[src/nnts_pkg.sv]
// Package for the nearest-neighbor thumbnail scaler: size limits, derived widths,
// register indexes, the shared geometry and result types, and the dimension clamp.
// Has no dependencies; every other file of the block imports it.
package nnts_pkg;

   // Size limits of the scaler.
   localparam int MAX_THUMB_DIM  = 256;
   localparam int MAX_SOURCE_DIM = 4096;

   // Fixed widths of the configuration registers and result fields.
   localparam int CFG_W       = 13;
   localparam int CSR_IDX_W   = 2;
   localparam int PIXEL_W     = 32;
   localparam int COORD_OUT_W = 8;
   localparam int SIZE_OUT_W  = 9;

   // Widths that follow from the size limits.
   localparam int SRC_W   = $clog2(MAX_SOURCE_DIM + 1);  // a clamped source side
   localparam int POS_W   = $clog2(MAX_SOURCE_DIM);      // a position inside the frame
   localparam int THUMB_W = $clog2(MAX_THUMB_DIM + 1);   // a thumbnail side
   localparam int NUM_W   = SRC_W + THUMB_W;             // short side times MAX_THUMB_DIM

   // Register indexes of the configuration port.
   localparam logic [CSR_IDX_W-1:0] REG_SOURCE_WIDTH  = CSR_IDX_W'(0);
   localparam logic [CSR_IDX_W-1:0] REG_SOURCE_HEIGHT = CSR_IDX_W'(1);

   // Thumbnail size and per-axis sampling steps, worked out once per configuration.
   typedef struct packed {
      logic [THUMB_W-1:0] tw;
      logic [THUMB_W-1:0] th;
      logic [SRC_W-1:0]   step_x_q;
      logic [THUMB_W-1:0] step_x_r;
      logic [SRC_W-1:0]   step_y_q;
      logic [THUMB_W-1:0] step_y_r;
   } nnts_geom_type;

   // One thumbnail pixel as it leaves the block.
   typedef struct packed {
      logic [PIXEL_W-1:0]     pixel;
      logic [COORD_OUT_W-1:0] x;
      logic [COORD_OUT_W-1:0] y;
      logic [SIZE_OUT_W-1:0]  width;
      logic [SIZE_OUT_W-1:0]  height;
      logic                   last;
   } nnts_result_type;

   // Register values above the source limit are treated as the limit.
   function automatic logic [SRC_W-1:0] clamp_dim(input logic [CFG_W-1:0] v);
      logic [CFG_W+SRC_W-1:0] ext;
      ext = (CFG_W + SRC_W)'(v);
      if (ext > (CFG_W + SRC_W)'(MAX_SOURCE_DIM)) begin
         return SRC_W'(MAX_SOURCE_DIM);
      end
      return SRC_W'(v);
   endfunction

endpackage

[src/nnts_div.sv]
// Iterative restoring divider, one quotient bit per cycle.
// Depends on nnts_pkg for the default operand widths.
module nnts_div
   import nnts_pkg::*;
#(
   parameter int DIVIDEND_W = NUM_W,
   parameter int DIVISOR_W  = SRC_W
) (
   input  logic                  clock,
   input  logic                  reset,
   input  logic                  start,
   input  logic [DIVIDEND_W-1:0] dividend,
   input  logic [DIVISOR_W-1:0]  divisor,
   output logic                  done,
   output logic [DIVIDEND_W-1:0] quotient,
   output logic [DIVISOR_W-1:0]  remainder
);

   localparam int CNT_W = $clog2(DIVIDEND_W + 1);

   logic [DIVIDEND_W-1:0] quo_ff, quo_in;
   logic [DIVISOR_W-1:0]  rem_ff, rem_in;
   logic [DIVISOR_W-1:0]  dvs_ff, dvs_in;
   logic [CNT_W-1:0]      cnt_ff, cnt_in;
   logic                  done_ff, done_in;
   logic [DIVISOR_W:0]    trial;
   logic                  fits;

   // Bring down the next dividend bit and subtract the divisor if it fits.
   assign trial = {rem_ff, quo_ff[DIVIDEND_W-1]};
   assign fits  = trial >= {1'b0, dvs_ff};

   always_comb begin
      quo_in  = quo_ff;
      rem_in  = rem_ff;
      dvs_in  = dvs_ff;
      cnt_in  = cnt_ff;
      done_in = 1'b0;
      if (start) begin
         quo_in = dividend;
         rem_in = '0;
         dvs_in = divisor;
         cnt_in = CNT_W'(DIVIDEND_W);
      end else if (cnt_ff != '0) begin
         quo_in  = {quo_ff[DIVIDEND_W-2:0], fits};
         rem_in  = fits ? DIVISOR_W'(trial - {1'b0, dvs_ff}) : DIVISOR_W'(trial);
         cnt_in  = cnt_ff - 1'b1;
         done_in = (cnt_ff == CNT_W'(1));
      end
   end

   always_ff @(posedge clock) begin
      if (reset) begin
         cnt_ff  <= '0;
         done_ff <= 1'b0;
      end else begin
         cnt_ff  <= cnt_in;
         done_ff <= done_in;
      end
   end

   always_ff @(posedge clock) begin
      quo_ff <= quo_in;
      rem_ff <= rem_in;
      dvs_ff <= dvs_in;
   end

   assign done      = done_ff;
   assign quotient  = quo_ff;
   assign remainder = rem_ff;

   a_done_when_finished: assert property (@(posedge clock) disable iff (reset)
      done_ff |-> (cnt_ff == '0))
      else $error("divider reports done while still iterating");

endmodule

[src/nnts_setup.sv]
// Setup sequencer: after a register write it works out the thumbnail size and the
// per-axis sampling steps with three passes through one shared divider.
// Depends on nnts_pkg and nnts_div.
module nnts_setup
   import nnts_pkg::*;
(
   input  logic               clock,
   input  logic               reset,
   input  logic               restart,
   input  logic [SRC_W-1:0]   src_w,
   input  logic [SRC_W-1:0]   src_h,
   output nnts_geom_type      geom,
   output logic               busy
);

   localparam logic [1:0] ST_IDLE   = 2'd0;
   localparam logic [1:0] ST_SIZE   = 2'd1;
   localparam logic [1:0] ST_STEP_X = 2'd2;
   localparam logic [1:0] ST_STEP_Y = 2'd3;

   logic [1:0]         state_ff, state_in;
   logic               launch_ff, launch_in;
   nnts_geom_type      geom_ff, geom_in;

   logic               over;
   logic               wide;
   logic [SRC_W-1:0]   long_side;
   logic [SRC_W-1:0]   short_side;
   logic [NUM_W-1:0]   div_dividend;
   logic [SRC_W-1:0]   div_divisor;
   logic               div_done;
   logic [NUM_W-1:0]   div_quotient;
   logic [SRC_W-1:0]   div_remainder;
   logic [THUMB_W-1:0] short_thumb;

   // The longer side (width on a tie) is pinned to the maximum when either side is too big.
   assign over = (NUM_W'(src_w) > NUM_W'(MAX_THUMB_DIM)) ||
                 (NUM_W'(src_h) > NUM_W'(MAX_THUMB_DIM));
   assign wide       = src_w >= src_h;
   assign long_side  = wide ? src_w : src_h;
   assign short_side = wide ? src_h : src_w;

   always_comb begin
      unique case (state_ff)
         ST_STEP_X: begin
            div_dividend = NUM_W'(src_w);
            div_divisor  = SRC_W'(geom_ff.tw);
         end
         ST_STEP_Y: begin
            div_dividend = NUM_W'(src_h);
            div_divisor  = SRC_W'(geom_ff.th);
         end
         default: begin
            div_dividend = NUM_W'(short_side) * NUM_W'(MAX_THUMB_DIM);
            div_divisor  = long_side;
         end
      endcase
   end

   nnts_div #(
      .DIVIDEND_W (NUM_W),
      .DIVISOR_W  (SRC_W)
   ) u_div (
      .clock     (clock),
      .reset     (reset),
      .start     (launch_ff),
      .dividend  (div_dividend),
      .divisor   (div_divisor),
      .done      (div_done),
      .quotient  (div_quotient),
      .remainder (div_remainder)
   );

   // The scaled short side never drops below one pixel.
   assign short_thumb = (div_quotient[THUMB_W-1:0] == '0) ? THUMB_W'(1)
                                                          : div_quotient[THUMB_W-1:0];

   always_comb begin
      state_in  = state_ff;
      launch_in = 1'b0;
      geom_in   = geom_ff;
      if (restart) begin
         state_in  = ST_SIZE;
         launch_in = 1'b1;
      end else if (div_done && !launch_ff) begin
         unique case (state_ff)
            ST_SIZE: begin
               if (!over) begin
                  geom_in.tw = THUMB_W'(src_w);
                  geom_in.th = THUMB_W'(src_h);
               end else if (wide) begin
                  geom_in.tw = THUMB_W'(MAX_THUMB_DIM);
                  geom_in.th = short_thumb;
               end else begin
                  geom_in.tw = short_thumb;
                  geom_in.th = THUMB_W'(MAX_THUMB_DIM);
               end
               state_in  = ST_STEP_X;
               launch_in = 1'b1;
            end
            ST_STEP_X: begin
               geom_in.step_x_q = SRC_W'(div_quotient);
               geom_in.step_x_r = THUMB_W'(div_remainder);
               state_in  = ST_STEP_Y;
               launch_in = 1'b1;
            end
            ST_STEP_Y: begin
               geom_in.step_y_q = SRC_W'(div_quotient);
               geom_in.step_y_r = THUMB_W'(div_remainder);
               state_in  = ST_IDLE;
            end
            default: begin
               state_in = ST_IDLE;
            end
         endcase
      end
   end

   always_ff @(posedge clock) begin
      if (reset) begin
         state_ff  <= ST_IDLE;
         launch_ff <= 1'b0;
         geom_ff   <= '0;
      end else begin
         state_ff  <= state_in;
         launch_ff <= launch_in;
         geom_ff   <= geom_in;
      end
   end

   assign geom = geom_ff;
   assign busy = state_ff != ST_IDLE;

   a_launch_while_busy: assert property (@(posedge clock) disable iff (reset)
      launch_ff |-> (state_ff != ST_IDLE))
      else $error("divider launched with the sequencer idle");

endmodule

[src/nnts_sampler.sv]
// Per-pixel sampler: frame position counters, per-axis target and remainder
// accumulators, and a result register with a skid entry on the output side.
// Depends on nnts_pkg.
module nnts_sampler
   import nnts_pkg::*;
(
   input  logic               clock,
   input  logic               reset,
   input  logic               restart,
   input  logic               busy,
   input  logic [SRC_W-1:0]   src_w,
   input  logic [SRC_W-1:0]   src_h,
   input  nnts_geom_type      geom,
   input  logic               req_valid,
   input  logic [PIXEL_W-1:0] req_pixel,
   output logic               req_stall,
   output logic               rsp_valid,
   input  logic               rsp_stall,
   output nnts_result_type    rsp_result
);

   logic [POS_W-1:0]   src_col_ff, src_col_in;
   logic [POS_W-1:0]   src_row_ff, src_row_in;
   logic [THUMB_W-1:0] dst_col_ff, dst_col_in;
   logic [THUMB_W-1:0] dst_row_ff, dst_row_in;
   logic [SRC_W-1:0]   col_target_ff, col_target_in;
   logic [THUMB_W-1:0] col_rem_ff, col_rem_in;
   logic [SRC_W-1:0]   row_target_ff, row_target_in;
   logic [THUMB_W-1:0] row_rem_ff, row_rem_in;

   nnts_result_type    main_ff, main_in;
   logic               main_valid_ff, main_valid_in;
   nnts_result_type    skid_ff, skid_in;
   logic               skid_valid_ff, skid_valid_in;

   logic               accept;
   logic               frame_on;
   logic               row_hit;
   logic               col_hit;
   logic               pick;
   logic               take;
   logic               col_last;
   logic               row_last;
   nnts_result_type    result;
   logic [THUMB_W:0]   col_sum;
   logic               col_carry;
   logic [THUMB_W-1:0] col_rem_adv;
   logic [SRC_W-1:0]   col_target_adv;
   logic [THUMB_W:0]   row_sum;
   logic               row_carry;
   logic [THUMB_W-1:0] row_rem_adv;
   logic [SRC_W-1:0]   row_target_adv;

   assign req_stall = busy || restart || skid_valid_ff;
   assign accept    = req_valid && !req_stall;
   assign frame_on  = (src_w != '0) && (src_h != '0);

   assign row_hit = (dst_row_ff < geom.th) && (SRC_W'(src_row_ff) == row_target_ff);
   assign col_hit = (dst_col_ff < geom.tw) && (SRC_W'(src_col_ff) == col_target_ff);
   assign pick    = accept && frame_on && row_hit && col_hit;

   assign col_last = (SRC_W'(src_col_ff) + 1'b1) >= src_w;
   assign row_last = (SRC_W'(src_row_ff) + 1'b1) >= src_h;

   // Next sample on each axis: target grows by the quotient, plus one on remainder carry.
   assign col_sum        = {1'b0, col_rem_ff} + {1'b0, geom.step_x_r};
   assign col_carry      = col_sum >= {1'b0, geom.tw};
   assign col_rem_adv    = col_carry ? THUMB_W'(col_sum - {1'b0, geom.tw}) : THUMB_W'(col_sum);
   assign col_target_adv = col_target_ff + geom.step_x_q + SRC_W'(col_carry);

   assign row_sum        = {1'b0, row_rem_ff} + {1'b0, geom.step_y_r};
   assign row_carry      = row_sum >= {1'b0, geom.th};
   assign row_rem_adv    = row_carry ? THUMB_W'(row_sum - {1'b0, geom.th}) : THUMB_W'(row_sum);
   assign row_target_adv = row_target_ff + geom.step_y_q + SRC_W'(row_carry);

   always_comb begin
      result.pixel  = req_pixel;
      result.x      = COORD_OUT_W'(dst_col_ff);
      result.y      = COORD_OUT_W'(dst_row_ff);
      result.width  = SIZE_OUT_W'(geom.tw);
      result.height = SIZE_OUT_W'(geom.th);
      result.last   = (({1'b0, dst_col_ff} + 1'b1) == {1'b0, geom.tw}) &&
                      (({1'b0, dst_row_ff} + 1'b1) == {1'b0, geom.th});
   end

   always_comb begin
      src_col_in    = src_col_ff;
      src_row_in    = src_row_ff;
      dst_col_in    = dst_col_ff;
      dst_row_in    = dst_row_ff;
      col_target_in = col_target_ff;
      col_rem_in    = col_rem_ff;
      row_target_in = row_target_ff;
      row_rem_in    = row_rem_ff;
      if (restart) begin
         src_col_in    = '0;
         src_row_in    = '0;
         dst_col_in    = '0;
         dst_row_in    = '0;
         col_target_in = '0;
         col_rem_in    = '0;
         row_target_in = '0;
         row_rem_in    = '0;
      end else if (accept && frame_on) begin
         if (col_hit) begin
            dst_col_in    = dst_col_ff + 1'b1;
            col_target_in = col_target_adv;
            col_rem_in    = col_rem_adv;
         end
         if (col_last) begin
            src_col_in    = '0;
            dst_col_in    = '0;
            col_target_in = '0;
            col_rem_in    = '0;
            if (row_hit) begin
               dst_row_in    = dst_row_ff + 1'b1;
               row_target_in = row_target_adv;
               row_rem_in    = row_rem_adv;
            end
            if (row_last) begin
               src_row_in    = '0;
               dst_row_in    = '0;
               row_target_in = '0;
               row_rem_in    = '0;
            end else begin
               src_row_in = src_row_ff + 1'b1;
            end
         end else begin
            src_col_in = src_col_ff + 1'b1;
         end
      end
   end

   // Result register with one skid entry, so rsp_stall reaches req_stall only through a register.
   assign take = main_valid_ff && !rsp_stall;

   always_comb begin
      main_in       = main_ff;
      main_valid_in = main_valid_ff;
      skid_in       = skid_ff;
      skid_valid_in = skid_valid_ff;
      if (!main_valid_ff || take) begin
         if (skid_valid_ff) begin
            main_in       = skid_ff;
            main_valid_in = 1'b1;
            skid_valid_in = 1'b0;
         end else begin
            main_in       = result;
            main_valid_in = pick;
         end
      end else if (pick) begin
         skid_in       = result;
         skid_valid_in = 1'b1;
      end
   end

   always_ff @(posedge clock) begin
      if (reset) begin
         src_col_ff    <= '0;
         src_row_ff    <= '0;
         dst_col_ff    <= '0;
         dst_row_ff    <= '0;
         col_target_ff <= '0;
         col_rem_ff    <= '0;
         row_target_ff <= '0;
         row_rem_ff    <= '0;
         main_valid_ff <= 1'b0;
         skid_valid_ff <= 1'b0;
      end else begin
         src_col_ff    <= src_col_in;
         src_row_ff    <= src_row_in;
         dst_col_ff    <= dst_col_in;
         dst_row_ff    <= dst_row_in;
         col_target_ff <= col_target_in;
         col_rem_ff    <= col_rem_in;
         row_target_ff <= row_target_in;
         row_rem_ff    <= row_rem_in;
         main_valid_ff <= main_valid_in;
         skid_valid_ff <= skid_valid_in;
      end
   end

   always_ff @(posedge clock) begin
      main_ff <= main_in;
      skid_ff <= skid_in;
   end

   assign rsp_valid  = main_valid_ff;
   assign rsp_result = main_ff;

   a_skid_behind_main: assert property (@(posedge clock) disable iff (reset)
      skid_valid_ff |-> main_valid_ff)
      else $error("skid entry holds a result while the result register is empty");

   a_column_in_frame: assert property (@(posedge clock) disable iff (reset)
      (src_w != '0) |-> (SRC_W'(src_col_ff) < src_w))
      else $error("source column ran past the frame width");

   a_row_in_frame: assert property (@(posedge clock) disable iff (reset)
      (src_h != '0) |-> (SRC_W'(src_row_ff) < src_h))
      else $error("source row ran past the frame height");

endmodule

[src/nearest_neighbour_thumbnail_scaler_top.sv]
// Top level of the nearest-neighbor thumbnail scaler: configuration registers,
// setup sequencer and per-pixel sampler. Depends on nnts_pkg, nnts_setup, nnts_sampler.
//
//   Channel   Direction  Handshake              Payload
//   req_      in         req_valid / req_stall  req_pixel_rgba
//   rsp_      out        rsp_valid / rsp_stall  rsp_thumb_pixel, rsp_thumb_x, rsp_thumb_y,
//                                               rsp_thumb_width, rsp_thumb_height,
//                                               rsp_frame_last
//   csr_      in         csr_we                 csr_index, csr_data
//
// One source pixel is taken per cycle while req_stall is low. The per-pixel work is a compare of the frame
// position against the column and row targets plus one accumulator update per axis,
// all between the accepted transfer and the result register.
// A register write restarts the frame and starts the setup sequencer, which runs the
// shared bit-serial divider three times (thumbnail size, column step, row step), and
// req_stall stays high from the write cycle until the setup sequencer is idle again.
// Reset is synchronous and active high; it clears both registers, so no pixel yields a
// result until both sides have been written with nonzero values.
// The result register has a skid entry behind it: a pixel is still taken in the cycle
// a result meets rsp_stall, and the output side raises req_stall only once that skid entry is occupied.
module nearest_neighbour_thumbnail_scaler_top
   import nnts_pkg::*;
(
   input  logic                   clock,
   input  logic                   reset,

   input  logic                   req_valid,
   output logic                   req_stall,
   input  logic [PIXEL_W-1:0]     req_pixel_rgba,

   output logic                   rsp_valid,
   input  logic                   rsp_stall,
   output logic [PIXEL_W-1:0]     rsp_thumb_pixel,
   output logic [COORD_OUT_W-1:0] rsp_thumb_x,
   output logic [COORD_OUT_W-1:0] rsp_thumb_y,
   output logic [SIZE_OUT_W-1:0]  rsp_thumb_width,
   output logic [SIZE_OUT_W-1:0]  rsp_thumb_height,
   output logic                   rsp_frame_last,

   input  logic                   csr_we,
   input  logic [CSR_IDX_W-1:0]   csr_index,
   input  logic [CFG_W-1:0]       csr_data
);

   logic [CFG_W-1:0] width_ff, width_in;
   logic [CFG_W-1:0] height_ff, height_in;
   logic             restart;
   logic [SRC_W-1:0] src_w;
   logic [SRC_W-1:0] src_h;
   nnts_geom_type    geom;
   logic             busy;
   nnts_result_type  result;

   // A write to either register restarts the frame; other indexes are ignored.
   always_comb begin
      width_in  = width_ff;
      height_in = height_ff;
      restart   = 1'b0;
      if (csr_we) begin
         unique case (csr_index)
            REG_SOURCE_WIDTH: begin
               width_in = csr_data;
               restart  = 1'b1;
            end
            REG_SOURCE_HEIGHT: begin
               height_in = csr_data;
               restart   = 1'b1;
            end
            default: begin
               restart = 1'b0;
            end
         endcase
      end
   end

   always_ff @(posedge clock) begin
      if (reset) begin
         width_ff  <= '0;
         height_ff <= '0;
      end else begin
         width_ff  <= width_in;
         height_ff <= height_in;
      end
   end

   // Oversized register values are used as the source limit.
   assign src_w = clamp_dim(width_ff);
   assign src_h = clamp_dim(height_ff);

   nnts_setup u_setup (
      .clock   (clock),
      .reset   (reset),
      .restart (restart),
      .src_w   (src_w),
      .src_h   (src_h),
      .geom    (geom),
      .busy    (busy)
   );

   nnts_sampler u_sampler (
      .clock      (clock),
      .reset      (reset),
      .restart    (restart),
      .busy       (busy),
      .src_w      (src_w),
      .src_h      (src_h),
      .geom       (geom),
      .req_valid  (req_valid),
      .req_pixel  (req_pixel_rgba),
      .req_stall  (req_stall),
      .rsp_valid  (rsp_valid),
      .rsp_stall  (rsp_stall),
      .rsp_result (result)
   );

   assign rsp_thumb_pixel  = result.pixel;
   assign rsp_thumb_x      = result.x;
   assign rsp_thumb_y      = result.y;
   assign rsp_thumb_width  = result.width;
   assign rsp_thumb_height = result.height;
   assign rsp_frame_last   = result.last;

endmodule
[config.mk]
export PLATFORM = sky130hd
export DESIGN_NAME = nearest_neighbour_thumbnail_scaler_top
export DESIGN_NICKNAME = d
export VERILOG_FILES = /design/src/nnts_pkg.sv /design/src/nnts_div.sv /design/src/nnts_setup.sv /design/src/nnts_sampler.sv /design/src/nearest_neighbour_thumbnail_scaler_top.sv
export SDC_FILE = /design/constraint.sdc
export NUM_CORES = 1
export LEC_CHECK = 0
export BUFFER_PORTS_ARGS = -buffer_cell sky130_fd_sc_hd__buf_4
export CAP_MARGIN = 20
export CELL_PAD_IN_SITES_DETAIL_PLACEMENT = 0
export CELL_PAD_IN_SITES_GLOBAL_PLACEMENT = 2
export CORE_MARGIN = 10
export CORE_UTILIZATION = 40
export DETAILED_ROUTE_END_ITERATION = 16
export GPL_TIMING_DRIVEN = 0
export PLACE_DENSITY_LB_ADDON = 0.1
export SLEW_MARGIN = 5
export SYNTH_ARGS = -nofsm -noshare
export SYNTH_HDL_FRONTEND = slang
export SYNTH_HIERARCHICAL = 1
export SYNTH_SLANG_ARGS = --single-unit
[constraint.sdc]
create_clock -name clock -period 5.84 [get_ports clock]
set_input_delay 0 -clock clock [delete_from_list [all_inputs] [get_ports clock]]
set_output_delay 0 -clock clock [all_outputs]
set_load 0.03 [all_outputs]
==> results of run 1 <==
per-stage QoR:
stage	TNS (ps)	instance area, µm²	std cells
floorplan	0	21000	2161
global placement	-153360	22750	2961
detailed placement	0	22830	2964
CTS	0	24760	3098
global route	0	24780	3099
finish	0	24780	3099
worst paths after layout:
kind	startpoint	slack, ps	end	cells past startpoint
setup / recovery	u_setup/geom[22]	370	u_sampler/col_target_ff[12]	22
hold reg to reg	u_setup/geom[9]	460	u_setup/geom[9]	2
setup reg to reg	u_setup/geom[22]	370	u_sampler/col_target_ff[12]	22
hold / removal	rsp_stall	50	u_sampler/rsp_result[31]	2
timing repair:
| item | 4_1_cts | 5_1_grt |
|---|---|---|
| hold buffers | 53 | 0 |
| endpoints found under the hold margin | 100 | 0 |
| endpoints found under the setup margin | 0 | 2 |
| buffers inserted | 0 | 0 |
| gates resized for setup | 0 | 3 |
synthesized netlist by cell type, types with 24 or more instances:
library cell / instances / area share (%)
a21oi_1: 163 / 3.9
and3_1: 24 / 0.71
clkbuf_1: 70 / 1.3
dfxtp_1: 198 / 19
edfxtp_1: 169 / 24
ha_1: 138 / 8.2
inv_1: 122 / 2.2
mux2_2: 64 / 3.4
mux2i_1: 52 / 2.5
nand2_1: 206 / 3.7
nand2b_1: 50 / 1.5
nand3_1: 53 / 1.3
nand4_1: 26 / 0.77
nor2_1: 119 / 2.1
nor2b_1: 42 / 1.3
nor3_1: 43 / 1.0
o211ai_1: 31 / 1.1
o21ai_0: 113 / 2.7
xnor2_1: 62 / 2.6
xor2_1: 56 / 2.3
layout make-up:
class	instances	area (µm²)	area share [%]
Timing Repair Buffer	177	1503	6.063
Clock buffer	55	1182	4.771
Buffer	107	510.5	2.060
Clock inverter	26	212.7	0.8582
Tap cell	680	850.8	3.433
Inverter	122	457.9	1.848
Multi-Input combinational cell	1565	11030	44.50
Sequential cell	367	9039	36.47
logic make-up (layout without fill, tap and decap cells):
kind of cell               count (synthesis)  in the layout  synth area share [%]
xor gates and xnor gates                 118            118                 4.921
AOI/OAI and AO/OA                        525            525                 16.50
muxes                                    117            117                 5.981
buffers and inverters                    229            487                 4.611
DFF                                      367            367                 43.04
other                                      1              1               0.01785
adders and majority gates                147            147                 9.079
and+or+nand+nor                          657            657                 15.86
routing by layer:
| layer | vias to the layer above | wire, µm | GRT usage, % |
|---|---|---|---|
| met3 | 81 | 3143 | 2.691 |
| met2 | 450 | 30370 | 33.32 |
| met4 | 0 | 1615 | 6.025 |
| li1 | 8298 | - | - |
| met5 | - | 0 | 0 |
| met1 | 8275 | 31640 | 28.50 |
critical path, stage by stage, from the launching register on:
cell,delay (ps)
dfxtp_1,350
ha_1,240
fa_1,450
a211oi_1,250
o21bai_1,150
a2111oi_0,440
nor3_1,140
xnor2_1,250
inv_1,70
ha_1,310
inv_1,50
o21bai_1,120
buf_2,310
inv_1,140
fa_1,490
fa_1,450
nor2b_1,190
o31ai_2,130
a211oi_2,310
nor2_1,90
a21o_1,190
xor2_1,140
o21ai_0,120
registers in the layout, indices dropped and copies added (netlist names), 13 cells and up:
name                     cells
u_sampler/row_target_ff     13
u_sampler/skid_ff           67
u_sampler/col_target_ff     13
width_ff                    13
u_setup/u_div/quotient      22
u_setup/geom                62
u_setup/u_div/dvs_ff        13
height_ff                   13
u_sampler/rsp_result        67
u_setup/u_div/remainder     13
power groups by stage:
stage | combinational, mW | clock (mW) | sequential (mW)
after detailed placement | 1.49 | 0 | 3.23
after CTS | 1.53 | 2.77 | 3.17
after global placement | 1.48 | 0 | 3.23
after global routing | 1.68 | 2.86 | 3.18
final | 1.53 | 2.69 | 3.17
after floorplan | 1.08 | 0 | 3.09
==> out/metrics.yaml, run 1 <==
die_w_um: 249.1
yosysUniqueCellTypes: 98
layout_commonest_cell: "nand2_1"
hold_viol_final: 0
viasPerCell: 5.519
finClkSkew_ps: 16.89
maxSlewViolCount: 0
async_reset_ff_share_pct: 0
clk_pin_slew_ps: 60
rows: 83
grt_pass1_vias: 16480
io_pins: 121
io_buffers: 120
switching_power_mw: 2.321
core-area_um2: 51610
max_cap_viol_count: 0
ant_nets: 0
gp_congestion: 0.8909
max_slew_margin_pct: 23.12
die_area_um2: 62070
path_class: "register to register"
grt_setup_unrepaired: "no"
yosys_warnings: 6
synth_seq_cells: 367
powerDensity_nw_per_um2: 298.0
finalSetupViolations: 0
dr.pass1.iters: 5
drc_errors: 0
tightest_slew_ps: 1151
post-route-util_pct: 48.02
p_comb_share_pct: 20.8
vias: 17100
whs_ps: 45.46
peakVddDrop_v: 0.0002125
seq_area_frac_synth_pct: 43.04
nets: 2583
grt_max_degree: 38
grt_use_total_pct: 20.70
place_hpwl_mm: 49.70
clk_latency_ps: 580
synthesis.nets: 2360
cts_tree: "built"
ctsRootBufferMaster: "clkbuf_16"
cp-start-kind: "register"
finalPower_mw: 7.387
n_antenna_cell: 0
syn_avg_cell_area_um2: 9.719
fp.dieH_um: 249.1
drtIter0Drc: 1283
period_share_pct: 93.60
pre_cts_ws_ps: 327.6
syn_area_um2: 21000
cts_buffers: 44
grt_overflow_total: 0
finalWirelength_mm: 66.77
htreeDepth: 2
hp-class: "input pin to register"
drive_above_1_share_pct: 14.34
start_util_pct: 40.69
final_cell_mix: "nand2_1, dfxtp_1, edfxtp_1"
wl_per_cell_um: 21.55
fin_ws_ps: 373.7
clkSinkCount: 367
layout_min_cycle_time_ps: 5466
ys.flop_type: "dfxtp_1"
status: "finished clean"
syn_to_final_growth_pct: 18.00
grt_antenna_before_repair: 1
synthCells: 2161
nFillCells: 4968
critical_path_arrival_ps: 5970
switching_share_pct: 31.42
cp-end-kind: "register"
intPower_mw: 5.065
max_freq_mhz: 182.9
cp_max_fo: 10
clock_path_buffers: 3
p_leak_nw: 9.732
power_frac_seq_pct: 42.9
clockPowerShare_pct: 36.4
required_ps: 6340
synth_edf_count: 169
grt_pass1_wl_mm: 101.4
No activity file was read; power rests on OpenSTA's default activity.
==> run 2, diff against run 1 <==
--- a/config.mk
+++ b/config.mk
@@ -9,10 +9,11 @@
 export CAP_MARGIN = 20
 export CELL_PAD_IN_SITES_DETAIL_PLACEMENT = 0
-export CELL_PAD_IN_SITES_GLOBAL_PLACEMENT = 2
+export CELL_PAD_IN_SITES_GLOBAL_PLACEMENT = 1
 export CORE_MARGIN = 10
-export CORE_UTILIZATION = 40
+export CORE_UTILIZATION = 49
 export DETAILED_ROUTE_END_ITERATION = 16
 export GPL_TIMING_DRIVEN = 0
 export PLACE_DENSITY_LB_ADDON = 0.1
+export REMOVE_ABC_BUFFERS = 1
 export SLEW_MARGIN = 5
 export SYNTH_ARGS = -nofsm -noshare
==> constraint.sdc (replaced) <==
create_clock -name clock -period 5.84 [get_ports clock]
set_input_delay 0.292 -clock clock [delete_from_list [all_inputs] [get_ports clock]]
set_output_delay 0.292 -clock clock [all_outputs]
set_load 0.03 [all_outputs]
==> out/metrics.yaml, run 2 (synthesized netlist as in run 1, its figures left out) <==
cp-start-kind: "register"  # unchanged
core-area_um2: 42130  # was 51610 µm²
r2r_cells: 21  # was 22
critical_path_arrival_ps: 5810  # was 5970 ps
status: "finished clean"  # unchanged
path_class: "register to register"  # unchanged
seq_area_um2: 9044  # was 9039 µm²
p_comb_share_pct: 20.2  # was 20.8%
layout_commonest_cell: "nand2_1"  # unchanged
maxSlewViolCount: 0  # unchanged
whs_ps: 22.31  # was 45.46 ps
grt_antenna_before_repair: 0  # was 1
finalWirelength_mm: 58.73  # was 66.77 mm
drc_errors: 0  # unchanged
clk_latency_ps: 560  # was 580 ps
post-route-util_pct: 57.11  # was 48.02%
p_leak_nw: 9.457  # was 9.732 nW
nets: 2464  # was 2583
r2r-end: "u_sampler/col_target_ff[10]"  # was u_sampler/col_target_ff[12]
tightest_slew_ps: 1098  # was 1151 ps
powerDensity_nw_per_um2: 296.7  # was 298.0 nW/µm²
grt_pass1_wl_mm: 91.91  # was 101.4 mm
endpoint: "u_sampler/col_target_ff[10]"  # was u_sampler/col_target_ff[12]
grt_pass1_vias: 16180  # was 16480
hp-class: "input pin to register"  # unchanged
grt_setup_unrepaired: "no"  # unchanged
peakVddDrop_v: 0.0001628  # was 0.0002125 V
grt_overflow_total: 0  # unchanged
cp_max_fo: 10  # unchanged
period_share_pct: 91.11  # was 93.60%
fp.dieH_um: 227.0  # was 249.1 µm
wl_per_cell_um: 20.70  # was 21.55 µm
required_ps: 6330  # was 6340 ps
clockPowerShare_pct: 35.6  # was 36.4%
n_antenna_cell: 0  # unchanged
die_w_um: 227.0  # was 249.1 µm
clk_pin_slew_ps: 60  # about the same
cts_buffers: 41  # was 44
place_hpwl_mm: 42.10  # was 49.70 mm
r2r_slack_ps: 520  # was 370 ps
io_pins: 121  # unchanged
ant_nets: 0  # unchanged
clkSinkCount: 367  # unchanged
grt_use_total_pct: 22.58  # was 20.70%
io_buffers: 120  # unchanged
nFillCells: 3703  # was 4968
power_frac_seq_pct: 44.2  # was 42.9%
htreeDepth: 2  # unchanged
r2r-start: "u_setup/geom[22]"  # unchanged
dr.pass1.iters: 5  # unchanged
finClkSkew_ps: 17.64  # was 16.89 ps
pre_cts_ws_ps: -8.427  # was 327.6 ps
switching_share_pct: 30.35  # was 31.42%
finalPower_mw: 7.140  # was 7.387 mW
switching_power_mw: 2.167  # was 2.321 mW
fin_ws_ps: 519.5  # was 373.7 ps
gp_congestion: 0.9132  # was 0.8909
setup_tns_ps: 0  # unchanged
grt_max_degree: 68  # was 38
multiInputGateArea_um2: 11060  # was 11030 µm²
finalSetupViolations: 0  # unchanged
cp-end-kind: "register"  # unchanged
hold_viol_final: 0  # unchanged
critPathLaunch: "u_setup/geom[22]"  # unchanged
max_cap_viol_count: 0  # unchanged
intPower_mw: 4.973  # was 5.065 mW
max_slew_margin_pct: 26.78  # was 23.12%
vias: 16600  # was 17100
final_cell_mix: "nand2_1, dfxtp_1, edfxtp_1"  # unchanged
max_freq_mhz: 188.0  # was 182.9 MHz
ctsRootBufferMaster: "clkbuf_16"  # unchanged
drtIter0Drc: 1417  # was 1283
layout_min_cycle_time_ps: 5321  # was 5466 ps
syn_to_final_growth_pct: 14.57  # was 18.00%
cts_tree: "built"  # unchanged
viasPerCell: 5.853  # was 5.519
start_util_pct: 49.85  # was 40.69%
drive_above_1_share_pct: 14.19  # was 14.34%
die_area_um2: 51540  # was 62070 µm²
rows: 75  # was 83
cts_setup_buffers: 0  # unchanged
clock_path_buffers: 3  # unchanged
[run 2: cell types whose count changed in the layout (fill, tap and decap cells not counted), sizes merged]
cell | before | now
buf | 160 | 136
bufinv | 2 | 1
clkbuf | 126 | 58
clkinv | 18 | 10
clkinvlp | 2 | 4
dlygate4sd3 | 53 | 32
inv | 126 | 125
[run 2: per-layer routing]
| layer | up-vias | part of all wire (%) | track usage, % |
|---|---|---|---|
| li1 | 8053 | - | - |
| met1 | 7922 | 44 | 30.12 |
| met2 | 532 | 47 | 37.17 |
| met3 | 97 | 6.4 | 2.985 |
| met4 | 0 | 2.7 | 7.631 |
| met5 | - | 0 | 0 |
[run 2: final cells by class]
type,count,share of cell area [%]
inverter,122,1.903
multi-input combinational,1565,45.96
clock inverter,18,0.5460
sequential,367,37.59
clock buffer,58,4.956
timing repair buffer,168,6.250
tap,539,2.803
[run 2: repair_timing]
| action | 4_1_cts | 5_1_grt |
|---|---|---|
| hold buffers | 32 | 0 |
| endpoints found under the hold margin | 32 | 0 |
| endpoints found under the setup margin | 2 | 3 |
| gates resized for setup | 1 | 2 |
[run 2: through the flow]
step | instance area (µm²) | std cells
2_1_floorplan | 20490 | 2054
3_3_place_gp | 22070 | 2713
3_5_place_dp | 22370 | 2726
4_1_cts | 24010 | 2834
5_1_grt | 24060 | 2837
6_report | 24060 | 2837
[run 2: worst min path at each step]
stage | start | endpoint | slack, ps | cells after the start
finish | csr_data[4] | height_ff[4] | 20 | 3
global route | csr_data[4] | height_ff[4] | 30 | 3
CTS | csr_data[4] | height_ff[4] | 6 | 3
detailed placement | u_sampler/col_rem_ff[4] | u_sampler/col_rem_ff[4] | 450 | 2
global placement | u_sampler/col_rem_ff[4] | u_sampler/col_rem_ff[4] | 440 | 2
floorplan | reset | u_setup/geom[49] | 360 | 1
[run 2: power groups by stage]
stage,registers (mW),logic [mW],clock network (mW)
6_report,3.15,1.44,2.54
2_1_floorplan,3.10,1.00,0
3_5_place_dp,3.20,1.41,0
5_1_grt,3.17,1.58,2.70
4_1_cts,3.15,1.43,2.60
3_3_place_gp,3.20,1.35,0
[run 2: worst max-delay path, cell delays in order (launching register included)]
cell       delay [ps]
dfxtp_1           310
ha_1              220
fa_1              430
a211oi_1          220
o21bai_1          130
a2111oi_0         450
nor3_1            140
xnor2_1           260
inv_1              80
ha_1              330
inv_1              80
o21bai_4          360
inv_1             100
fa_1              480
fa_1              450
nor2b_1           160
o31ai_1           130
a211oi_1          360
nor3_1            120
xnor2_1           180
nand3_1           100
a21oi_1           170
==> run 3, diff against run 2 <==
- CORE_UTILIZATION: 49 -> 50
- CTS_BUF_LIST: not set -> sky130_fd_sc_hd__clkbuf_8
- clock period: 5.84 -> 5.7 ns (I/O delays scaled with it)
==> out/metrics.yaml, run 3 (synthesized netlist as in run 1, its figures left out) <==
start_util_pct: 50.30  # was 49.85%
drive_above_1_share_pct: 14.96  # was 14.19%
pre_cts_ws_ps: -234.0  # was -8.427 ps
cts_buffers: 66  # was 41
core-area_um2: 41760  # was 42130 µm²
r2r_slack_ps: 460  # was 520 ps
grt_antenna_before_repair: 0  # unchanged
cts_setup_buffers: 0  # unchanged
grt_pass1_wl_mm: 93.52  # was 91.91 mm
layout_commonest_cell: "nand2_1"  # unchanged
hold_viol_final: 0  # unchanged
vias: 16960  # was 16600
clkSinkCount: 367  # unchanged
nFillCells: 3710  # was 3703
io_pins: 121  # unchanged
ant_nets: 0  # unchanged
endpoint: "u_sampler/row_target_ff[12]"  # was u_sampler/col_target_ff[10]
finClkSkew_ps: 23.55  # was 17.64 ps
path_class: "register to register"  # unchanged
critical_path_arrival_ps: 5780  # was 5810 ps
dr.pass1.iters: 5  # unchanged
final_cell_mix: "nand2_1, dfxtp_1, edfxtp_1"  # unchanged
die_w_um: 225.0  # was 227.0 µm
period_share_pct: 91.90  # was 91.11%
gp_congestion: 0.8846  # was 0.9132
grt_pass1_vias: 16520  # was 16180
p_leak_nw: 9.620  # was 9.457 nW
die_area_um2: 50600  # was 51540 µm²
viasPerCell: 5.851  # was 5.853
setup_tns_ps: 0  # unchanged
max_freq_mhz: 190.9  # was 188.0 MHz
status: "finished clean"  # unchanged
cp_max_fo: 9  # was 10
r2r-start: "u_setup/geom[0]"  # was u_setup/geom[22]
syn_to_final_growth_pct: 15.22  # was 14.57%
nets: 2506  # was 2464
r2r_cells: 21  # unchanged
tightest_slew_ps: 1055  # was 1098 ps
cp-end-kind: "register"  # unchanged
max_cap_viol_count: 0  # unchanged
grt_use_total_pct: 23.18  # was 22.58%
cp-start-kind: "register"  # unchanged
cts_tree: "built"  # unchanged
io_buffers: 120  # unchanged
clock_path_buffers: 3  # unchanged
wl_per_cell_um: 20.52  # was 20.70 µm
max_slew_margin_pct: 29.70  # was 26.78%
peakVddDrop_v: 0.0001797  # was 0.0001628 V
ctsRootBufferMaster: "clkbuf_8"  # was clkbuf_16
hp-class: "input pin to register"  # unchanged
clk_latency_ps: 620  # was 560 ps
fp.dieH_um: 225.0  # was 227.0 µm
htreeDepth: 3  # was 2
finalSetupViolations: 0  # unchanged
powerDensity_nw_per_um2: 294.9  # was 296.7 nW/µm²
n_antenna_cell: 0  # unchanged
cpPeakStageDelay_ps: 440  # was 480 ps
rows: 75  # unchanged
layout_min_cycle_time_ps: 5238  # was 5321 ps
required_ps: 6240  # was 6330 ps
holdPathStages: 3  # unchanged
path_delay_family: "adder cells"  # unchanged
clk_pin_slew_ps: 60  # about the same
worstPathBufferInverterCount: 0  # was 3
grt_setup_unrepaired: "no"  # unchanged
grt_max_degree: 115  # was 68
fin_area_um2: 24200  # was 24060 µm²
r2r-end: "u_sampler/row_target_ff[12]"  # was u_sampler/col_target_ff[10]
place_hpwl_mm: 41.84  # was 42.10 mm
finalPower_mw: 7.136  # was 7.140 mW
maxSlewViolCount: 0  # unchanged
critPathLaunch: "u_setup/geom[0]"  # was u_setup/geom[22]
worst_path_max_delay_cell: "fa_1"  # unchanged
grt_overflow_total: 0  # unchanged
fin_ws_ps: 461.9  # was 519.5 ps
drc_errors: 0  # unchanged
postPlaceCellArea_um2: 22360  # was 22370 µm²
crit_chain: "ha_1 -> fa_1 -> a21o_1 -> a21oi_1 -> o21ai_0 -> xor2_1 -> ha_1 -> nand4_1 -> nor3_1 -> a2111oi_0 -> o21ai_0 -> nor2b_4 -> fa_1 -> fa_1 -> nand2b_1 -> a21oi_1 -> o211ai_1 -> a31oi_1 -> xor2_1 -> a21oi_1 -> nor2_1"  # was ha_1 -> fa_1 -> a211oi_1 -> o21bai_1 -> a2111oi_0 -> nor3_1 -> xnor2_1 -> inv_1 -> ha_1 -> inv_1 -> o21bai_4 -> inv_1 -> fa_1 -> fa_1 -> nor2b_1 -> o31ai_1 -> a211oi_1 -> nor3_1 -> xnor2_1 -> nand3_1 -> a21oi_1
drtIter0Drc: 1369  # was 1417
finalWirelength_mm: 59.48  # was 58.73 mm
cp.depth: 21  # unchanged
==> run 3: cell count changes in the layout (fill, tap and decap cells not counted), moves of 5 or more <==
cell,before,now
clkbuf_1,9,0
clkbuf_16,43,0
inv_1,122,146
dlygate4sd3_1,32,48
clkinv_1,3,8
clkbuf_8,6,75
==> run 3: metal layers <==
| metal | track usage [%] | share of wire [%] |
|---|---|---|
| met1 | 30.69 | 44 |
| met4 | 8.247 | 2.6 |
| met5 | 0 | 0 |
| met3 | 3.917 | 6.8 |
| met2 | 37.50 | 47 |
==> run 3: stage by stage <==
step / utilization (%) / hold WS (ps) / cells
3_5_place_dp: 53.55 / 452.4 / 2726
5_1_grt: 57.95 / 33.77 / 2898
3_3_place_gp: 52.84 / 439.1 / 2713
2_1_floorplan: - / 349.6 / 2054
6_report: 57.95 / 35.12 / 2898
4_1_cts: 57.74 / 1.154 / 2894
==> run 3: layout make-up <==
class	count	area, µm²	area share (%)
clock buffer	75	1032	4.266
multi-input combinational	1565	11070	45.76
inverter	122	457.9	1.892
timing repair buffer	185	1688	6.975
clock inverter	45	229.0	0.9462
tap	539	674.4	2.787
sequential	367	9044	37.37
==> run 3: worst min-delay path by stage <==
stage,to,startpoint,slack (ps)
after global placement,u_sampler/col_rem_ff[4],u_sampler/col_rem_ff[4],440
final,width_ff[12],csr_index[1],40
after floorplan,u_setup/geom[49],reset,350
after detailed placement,u_setup/geom[39],u_setup/geom[39],450
after global routing,width_ff[7],csr_index[1],30
after CTS,width_ff[11],csr_index[1],1
==> run 3: power by group <==
part | total, mW | switching (mW) | internal, mW
Clock | 2.41 | 1.15 | 1.26
Combinational | 1.50 | 0.885 | 0.619
Sequential | 3.23 | 0.248 | 2.98
Total | 7.14 | 2.28 | 4.85
==> run 3: worst reg2reg max path: stages (launching register included) <==
cell and delay, ps:
dfxtp_1 340, ha_1 240, fa_1 410, a21o_1 190
a21oi_1 260, o21ai_0 150, xor2_1 190, ha_1 390
nand4_1 150, nor3_1 200, a2111oi_0 80, o21ai_0 220
nor2b_4 180, fa_1 450, fa_1 420, nand2b_1 190
a21oi_1 310, o211ai_1 200, a31oi_1 220, xor2_1 180
a21oi_1 90, nor2_1 130
==> run 3: what timing repair did <==
item | CTS | global route
endpoints found under the hold margin | 91 | 0
hold buffers | 48 | 0
setup endpoints to repair | 3 | 6
gates resized for setup | 2 | 5
pin swaps | 0 | 0
